$ cat src/rtl/tac_pkg.sv
// Shared types and constants for the accumulator machine execute block.
// Depends on nothing; imported by the execute top level, both checkers and the testbench top.
`default_nettype none

package tac_pkg;

  localparam int MEM_DEPTH = 256;
  localparam int MEM_AW    = $clog2(MEM_DEPTH);
  localparam int L_SHIFT   = 4;

  typedef enum logic [2:0] {
    CMD_MOV = 3'd0,
    CMD_LDI = 3'd1,
    CMD_JEZ = 3'd2,
    CMD_JNZ = 3'd3,
    CMD_JNI = 3'd4,
    CMD_HLT = 3'd5,
    CMD_RST = 3'd6
  } cmd_t;

  typedef logic [3:0] name_t;

  localparam name_t NAME_A = 4'd0;
  localparam name_t NAME_B = 4'd1;
  localparam name_t NAME_C = 4'd2;
  localparam name_t NAME_D = 4'd3;
  localparam name_t NAME_G = 4'd4;
  localparam name_t NAME_J = 4'd5;
  localparam name_t NAME_L = 4'd6;
  localparam name_t NAME_M = 4'd7;
  localparam name_t NAME_N = 4'd8;
  localparam name_t NAME_P = 4'd9;
  localparam name_t NAME_S = 4'd10;
  localparam name_t NAME_X = 4'd11;
  localparam name_t NAME_Y = 4'd12;
  localparam name_t NAME_Z = 4'd13;

  typedef logic [1:0] kind_t;

  localparam kind_t KIND_NONE = 2'd0;
  localparam kind_t KIND_REG  = 2'd1;
  localparam kind_t KIND_MEM  = 2'd2;

endpackage

`default_nettype wire

$ cat src/rtl/tiny_accumulator_cpu_execute.sv
// Execute block of the 8-bit accumulator machine: register file, data memory,
// program counter and halt flag. Uses tac_pkg.
//
// One decoded instruction is taken per clock while results drain. A beat is
// registered in the execute slot, where the synchronous data memory delivers
// mem[A] for that instruction, and its result is then held in the output
// register; the sustained rate is one beat per cycle. The memory read for an
// incoming beat is issued with the A value left by the instruction executing
// in the same cycle, and a memory write in that cycle to the same address is
// forwarded.
// The data memory is not cleared; reading an address through M before it has
// been written returns an undefined byte.
`default_nettype none

module tiny_accumulator_cpu_execute
  import tac_pkg::*;
(
  input  wire logic       clk,
  input  wire logic       rst,
  input  wire logic       in_valid,
  output logic            in_stall,
  input  wire logic [2:0] command,
  input  wire logic [3:0] dest_reg,
  input  wire logic [3:0] src_reg,
  input  wire logic [7:0] immediate,
  input  wire logic [7:0] port_b,
  output logic            out_valid,
  input  wire logic       out_stall,
  output logic [7:0]      next_pc,
  output logic            halted_flag,
  output logic [1:0]      write_kind,
  output logic [7:0]      write_target,
  output logic [7:0]      write_value
);

  // Architectural state.
  logic [7:0] reg_a, reg_c, reg_g, reg_x, reg_y;
  logic [7:0] pc;
  logic       halted;
  logic [7:0] data_memory [MEM_DEPTH];

  // Execute slot.
  logic       e_valid;
  cmd_t       e_cmd;
  name_t      e_dst, e_src;
  logic [7:0] e_imm, e_port;
  logic [7:0] mem_rdata;
  logic       fwd_hit;
  logic [7:0] fwd_data;

  logic e_fire, in_accept;

  // Execute results.
  logic [7:0] reg_a_next, reg_c_next, reg_g_next, reg_x_next, reg_y_next;
  logic [7:0] pc_next;
  logic       halted_next;
  kind_t      ex_kind;
  logic [7:0] ex_target, ex_value;
  logic [7:0] src_value, m_value;
  logic       c_zero, dst_writable, mem_we;
  logic [MEM_AW-1:0] rd_addr, wr_addr;

  assign e_fire    = e_valid && (!out_valid || !out_stall);
  assign in_stall  = e_valid && !e_fire;
  assign in_accept = in_valid && !in_stall;

  assign m_value = fwd_hit ? fwd_data : mem_rdata;
  assign c_zero  = (reg_c == 8'd0);

  always_comb begin
    case (e_src)
      NAME_A:  src_value = reg_a;
      NAME_B:  src_value = e_port;
      NAME_C:  src_value = reg_c;
      NAME_D:  src_value = reg_x - reg_y;
      NAME_G:  src_value = reg_g;
      NAME_J:  src_value = {7'd0, !c_zero};
      NAME_L:  src_value = reg_a << L_SHIFT;
      NAME_M:  src_value = m_value;
      NAME_P:  src_value = pc;
      NAME_S:  src_value = reg_x + reg_y;
      NAME_X:  src_value = reg_x;
      NAME_Y:  src_value = reg_y;
      default: src_value = 8'd0;
    endcase
  end

  assign dst_writable = (e_dst == NAME_A) || (e_dst == NAME_C) || (e_dst == NAME_G) ||
                        (e_dst == NAME_X) || (e_dst == NAME_Y);

  always_comb begin
    logic       advance;
    logic [7:0] wval;
    advance     = !halted;
    wval        = 8'd0;
    reg_a_next  = reg_a;
    reg_c_next  = reg_c;
    reg_g_next  = reg_g;
    reg_x_next  = reg_x;
    reg_y_next  = reg_y;
    pc_next     = pc;
    halted_next = halted;
    ex_kind     = KIND_NONE;
    ex_target   = 8'd0;
    ex_value    = 8'd0;
    if (!halted) begin
      unique case (e_cmd)
        CMD_MOV: begin
          if (e_dst == NAME_M) begin
            ex_kind   = KIND_MEM;
            ex_target = reg_a;
            ex_value  = src_value;
          end else if (dst_writable) begin
            ex_kind   = KIND_REG;
            ex_target = {4'd0, e_dst};
            ex_value  = src_value;
            wval      = src_value;
          end
        end
        CMD_LDI: begin
          if (dst_writable) begin
            ex_kind   = KIND_REG;
            ex_target = {4'd0, e_dst};
            ex_value  = e_imm;
            wval      = e_imm;
          end
        end
        CMD_JEZ: begin
          if (c_zero) begin
            pc_next = src_value;
            advance = 1'b0;
          end
        end
        CMD_JNZ: begin
          if (!c_zero) begin
            pc_next = src_value;
            advance = 1'b0;
          end
        end
        CMD_JNI: begin
          if (!c_zero) begin
            pc_next = e_imm;
            advance = 1'b0;
          end
        end
        CMD_HLT: begin
          halted_next = 1'b1;
          advance     = 1'b0;
        end
        CMD_RST: begin
          reg_a_next = 8'd0;
          reg_c_next = 8'd0;
          reg_g_next = 8'd0;
          reg_x_next = 8'd0;
          reg_y_next = 8'd0;
        end
        default: begin
        end
      endcase
      if (ex_kind == KIND_REG) begin
        case (e_dst)
          NAME_A:  reg_a_next = wval;
          NAME_C:  reg_c_next = wval;
          NAME_G:  reg_g_next = wval;
          NAME_X:  reg_x_next = wval;
          NAME_Y:  reg_y_next = wval;
          default: begin
          end
        endcase
      end
      if (advance) begin
        pc_next = pc + 8'd1;
      end
    end
  end

  // The incoming beat must see A as left by the instruction retiring now.
  assign rd_addr = e_fire ? reg_a_next[MEM_AW-1:0] : reg_a[MEM_AW-1:0];
  assign wr_addr = reg_a[MEM_AW-1:0];
  assign mem_we  = e_fire && (ex_kind == KIND_MEM);

  always_ff @(posedge clk) begin
    if (mem_we) begin
      data_memory[wr_addr] <= ex_value;
    end
    if (in_accept) begin
      mem_rdata <= data_memory[rd_addr];
      fwd_data  <= ex_value;
    end
  end

  always_ff @(posedge clk) begin
    if (rst) begin
      fwd_hit <= 1'b0;
    end else if (in_accept) begin
      fwd_hit <= mem_we && (wr_addr == rd_addr);
    end
  end

  always_ff @(posedge clk) begin
    if (rst) begin
      e_valid <= 1'b0;
    end else if (in_accept) begin
      e_valid <= 1'b1;
    end else if (e_fire) begin
      e_valid <= 1'b0;
    end
  end

  always_ff @(posedge clk) begin
    if (in_accept) begin
      e_cmd  <= cmd_t'(command);
      e_dst  <= dest_reg;
      e_src  <= src_reg;
      e_imm  <= immediate;
      e_port <= port_b;
    end
  end

  always_ff @(posedge clk) begin
    if (rst) begin
      reg_a  <= 8'd0;
      reg_c  <= 8'd0;
      reg_g  <= 8'd0;
      reg_x  <= 8'd0;
      reg_y  <= 8'd0;
      pc     <= 8'd0;
      halted <= 1'b0;
    end else if (e_fire) begin
      reg_a  <= reg_a_next;
      reg_c  <= reg_c_next;
      reg_g  <= reg_g_next;
      reg_x  <= reg_x_next;
      reg_y  <= reg_y_next;
      pc     <= pc_next;
      halted <= halted_next;
    end
  end

  always_ff @(posedge clk) begin
    if (rst) begin
      out_valid <= 1'b0;
    end else if (e_fire) begin
      out_valid <= 1'b1;
    end else if (!out_stall) begin
      out_valid <= 1'b0;
    end
  end

  always_ff @(posedge clk) begin
    if (e_fire) begin
      next_pc      <= pc_next;
      halted_flag  <= halted_next;
      write_kind   <= ex_kind;
      write_target <= ex_target;
      write_value  <= ex_value;
    end
  end

endmodule

`default_nettype wire

$ cat config.mk
export PLATFORM = sky130hd
export DESIGN_NAME = tiny_accumulator_cpu_execute
export DESIGN_NICKNAME = d
export VERILOG_FILES = /design/src/rtl/tac_pkg.sv /design/src/rtl/tiny_accumulator_cpu_execute.sv
export SDC_FILE = /design/constraint.sdc
export NUM_CORES = 2
export LEC_CHECK = 0
export BUFFER_PORTS_ARGS = -buffer_cell sky130_fd_sc_hd__buf_2
export CELL_PAD_IN_SITES_DETAIL_PLACEMENT = 0
export CELL_PAD_IN_SITES_GLOBAL_PLACEMENT = 1
export CORE_MARGIN = 1
export CORE_UTILIZATION = 48
export CTS_CLUSTER_DIAMETER = 80
export CTS_CLUSTER_SIZE = 24
export DETAILED_ROUTE_END_ITERATION = 12
export MAX_ROUTING_LAYER = met4
export PLACE_DENSITY = 0.74
export SETUP_SLACK_MARGIN = 0.02
export SKIP_CTS_REPAIR_TIMING = 1
export SLEW_MARGIN = 20
export SYNTH_ARGS = -nofsm -noshare
export SYNTH_HDL_FRONTEND = slang
export SYNTH_SLANG_ARGS = --single-unit
$ cat constraint.sdc
create_clock -name clk -period 10.9 [get_ports clk]
set_input_delay 0.545 -clock clk [delete_from_list [all_inputs] [get_ports clk]]
set_output_delay 0.545 -clock clk [all_outputs]
set_load 0.02 [all_outputs]
==> flow_summary.ini <==
[place]
gp_congestion = 0.9373
numPlacedInstances = 8764
port_buffers = 59
dp_hpwl_um = 167300

[routing]
firstDrtPassIters = 9
wl_um = 275200
via_count = 56895
drc_errors = 0
postRouteAntennaNets = 0
via_per_inst = 6.337
initialDrtViolationCount = 8197
wl_per_cell_um = 30.65

[sta]
rsz0062_at_grt = no
final-setup-viol-count = 0
worst_pin_slew_ns = 1.237
max_freq_mhz = 133.0
slew_headroom_pct = 16.39
timing.hold.ws_ns = 0.04026
fin_crit_sh_pct = 69.00
final-max-slew-violation-count = 0
tns_ns = 0
hold_viol = 0
fin_skew_ns = 0.05183
period_needed_ns = 7.521

[yosys]
synth_edf_count = 2118
ys_ff_latch = 2170
netlist_instances = 6521
synth_area_um2 = 89190
yosys.area.top_type = edfxtp_1
ys_top_cells_by_area = edfxtp_1 (71%), nand2_1 (6.0%), mux2i_1 (4.4%)
synth_cell_type_count = 103
synth_top_area_share_pct = 71.31
seq_area_frac_synth_pct = 72.48
syn-num-nets = 6563
async_reset_ff_share_pct = 0
ys.flop_type = edfxtp_1
yosysWarnings = 0
synth_area_per_cell_um2 = 13.68

[setup_path]
max_stage_delay_ns = 0.96
rrSetupSlack_ns = 3.38
cp.required_ns = 11.52
start_kind = register
crit_slowest_cell = nor4_1
worstPathMaxFanout = 39
r2r_end = mem_rdata[4]
arrival_ns = 8.14
crit_family = compound AO/OA/AOI/OAI gates
critPathCapture = mem_rdata[4]
timing.rr.start = e_src[1]
cp_num_buf_inv = 2
startpoint = e_src[1]
reg2regPathDepth = 16
endpoint_kind = register
crit_chain = nor4bb_1, buf_4, mux2_2, ha_1, a21o_1, a21oi_1, xnor2_1, a21oi_2, o21ba_4, buf_4, nand2_1, o221ai_1, a21oi_1, nor4_1, a211oi_2, a2111oi_2
cp_num_cells = 16
path_class = register to register

[power]
combPwrFrac_pct = 1.1
p_per_area_nw_per_um2 = 146.6
total_power_uw = 13990
pwr-share-seq_pct = 64.7
p_sw_uw = 2863
swShare_pct = 20.46
internal_power_uw = 11130
power.leakage_uw = 0.03185
vdd_drop_max_v = 0.0001499
power_frac_clock_pct = 34.2

[die]
die_y_um = 433.1
io_pins = 60
die_w_um = 433.1
coreArea_um2 = 183900
die-area_um2 = 187500
initial_core_util_pct = 48.51
num_rows = 157

[clock_tree]
cts_sinks = 2170
clockBufferDepth = 3
cts_buffers = 111
cts_tree = done
clk_pin_slew_ns = 0.10
clkLatencyLatePin_ns = 0.81
root_buffer = clkbuf_16
h-tree-depth = 3

[status]
status = complete, no violations

[final_layout]
drive_gt1_share_pct = 7.197
fin_util_pct = 51.90
areaGrowthSynthToFinish_pct = 7.002
fill_cells = 15538
stdcell_count = 8978
nNetsFinal = 6483

[run]
cap_violations = 0

[min_path]
hold_path_class = input pin to register
whs_path_depth = 3

[global_route]
grt_start_max_net_pins = 190
grt_pass1_wl_um = 391400
grt_pass1_vias = 52508
overflow = 0
antenna_found_initial = 13
track_usage_pct = 29.91
kinds of logic (layout without fill, tap and decap cells):
logic type               count (synthesis)  in the layout  share of synthesized area, %
flip-flops                            2170           2170                         72.48
AO/OA/AOI/OAI                          869            869                         6.898
adder cells (fa/ha/maj)                 11             11                        0.1627
XOR/XNOR                                17             17                        0.1669
AND/OR/NAND/NOR                       2582           2582                         12.53
multiplexers                           429            429                         4.892
other                                    0             11                             0
buffers and inverters                  443            425                         2.870
through the flow:
stage | setup slack, ns | cell area [um^2]
6_report | 3.379 | 95430
5_1_grt | 3.109 | 95430
4_1_cts | 3.554 | 95100
3_5_place_dp | 3.559 | 91660
3_3_place_gp | 2.696 | 91590
2_1_floorplan | 0.4976 | 89200
worst min path at each step:
stage,from,end,slack [ns]
final,out_stall,out_valid,0.04
after global routing,out_stall,out_valid,0.03
after CTS,port_b[0],e_port[0],-0.13
after detailed placement,reg_g[1],reg_g[1],0.49
after global placement,e_valid,out_valid,0.48
after floorplan,e_valid,out_valid,0.45
cells in the mapped netlist (all sizes together) (37+ instances only):
master	count
edfxtp	2118
nand2	1421
nand3	457
nor2	397
mux2i	389
buf	311
a21oi	195
and3	123
clkbuf	107
a31oi	86
o21ai	73
a22oi	64
o22ai	60
a311oi	58
dfxtp	52
a211oi	43
mux2	39
nand4	37
worst reg2reg max path, cell delays in order (launching register included):
cell,delay [ns]
edfxtp_1,0.93
nor4bb_1,0.29
buf_4,0.19
mux2_2,0.36
ha_1,0.27
a21o_1,0.17
a21oi_1,0.17
xnor2_1,0.10
a21oi_2,0.39
o21ba_4,0.62
buf_4,0.68
nand2_1,0.74
o221ai_1,0.46
a21oi_1,0.28
nor4_1,0.97
a211oi_2,0.41
a2111oi_2,0.32
registers in the layout, summed over array words and instances, names as in the netlist, 8 cells and up:
name          flops
reg_c             8
e_imm             8
fwd_data          8
data_memory    2048
pc                8
next_pc           8
reg_y             8
e_port            8
reg_g             8
write_target      8
reg_a             8
reg_x             8
write_value       8
mem_rdata         8
layout make-up:
cell class / instances / area (um^2) / area share (%)
clock inverter: 51 / 566.8 / 0.5939
inverter: 25 / 93.84 / 0.09833
clock buffer: 124 / 2869 / 3.006
antenna: 11 / 27.53 / 0.02884
tap: 2464 / 3083 / 3.231
multi-input combinational: 3908 / 22280 / 23.35
sequential: 2170 / 64640 / 67.74
timing repair buffer: 225 / 1867 / 1.956
per-layer routing:
layer	wire [um]	GRT usage (%)
met1	111700	42.06
met2	123200	43.49
met3	28780	5.628
met4	11430	10.91
met5	0	-
layout by cell type, fill, tap and decap left out, drive strengths merged, types with 41 or more instances in the layout:
| master | instances |
|---|---|
| nand3 | 457 |
| o21ai | 73 |
| nor2 | 397 |
| a22oi | 64 |
| inv | 41 |
| and3 | 123 |
| clkbuf | 124 |
| nand2 | 1421 |
| a211oi | 43 |
| a31oi | 86 |
| dfxtp | 52 |
| a21oi | 195 |
| edfxtp | 2118 |
| mux2i | 389 |
| buf | 198 |
| a311oi | 58 |
| o22ai | 60 |
power groups by stage:
stage          Sequential, uW  Clock, uW  Combinational, uW
6_report                 9060       4780                155
3_5_place_dp             9250          0                145
3_3_place_gp             9250          0                143
5_1_grt                  9060       5070                163
4_1_cts                  9050       4800                145
2_1_floorplan            9240          0               84.2
No activity file was read; power rests on OpenSTA's default activity.
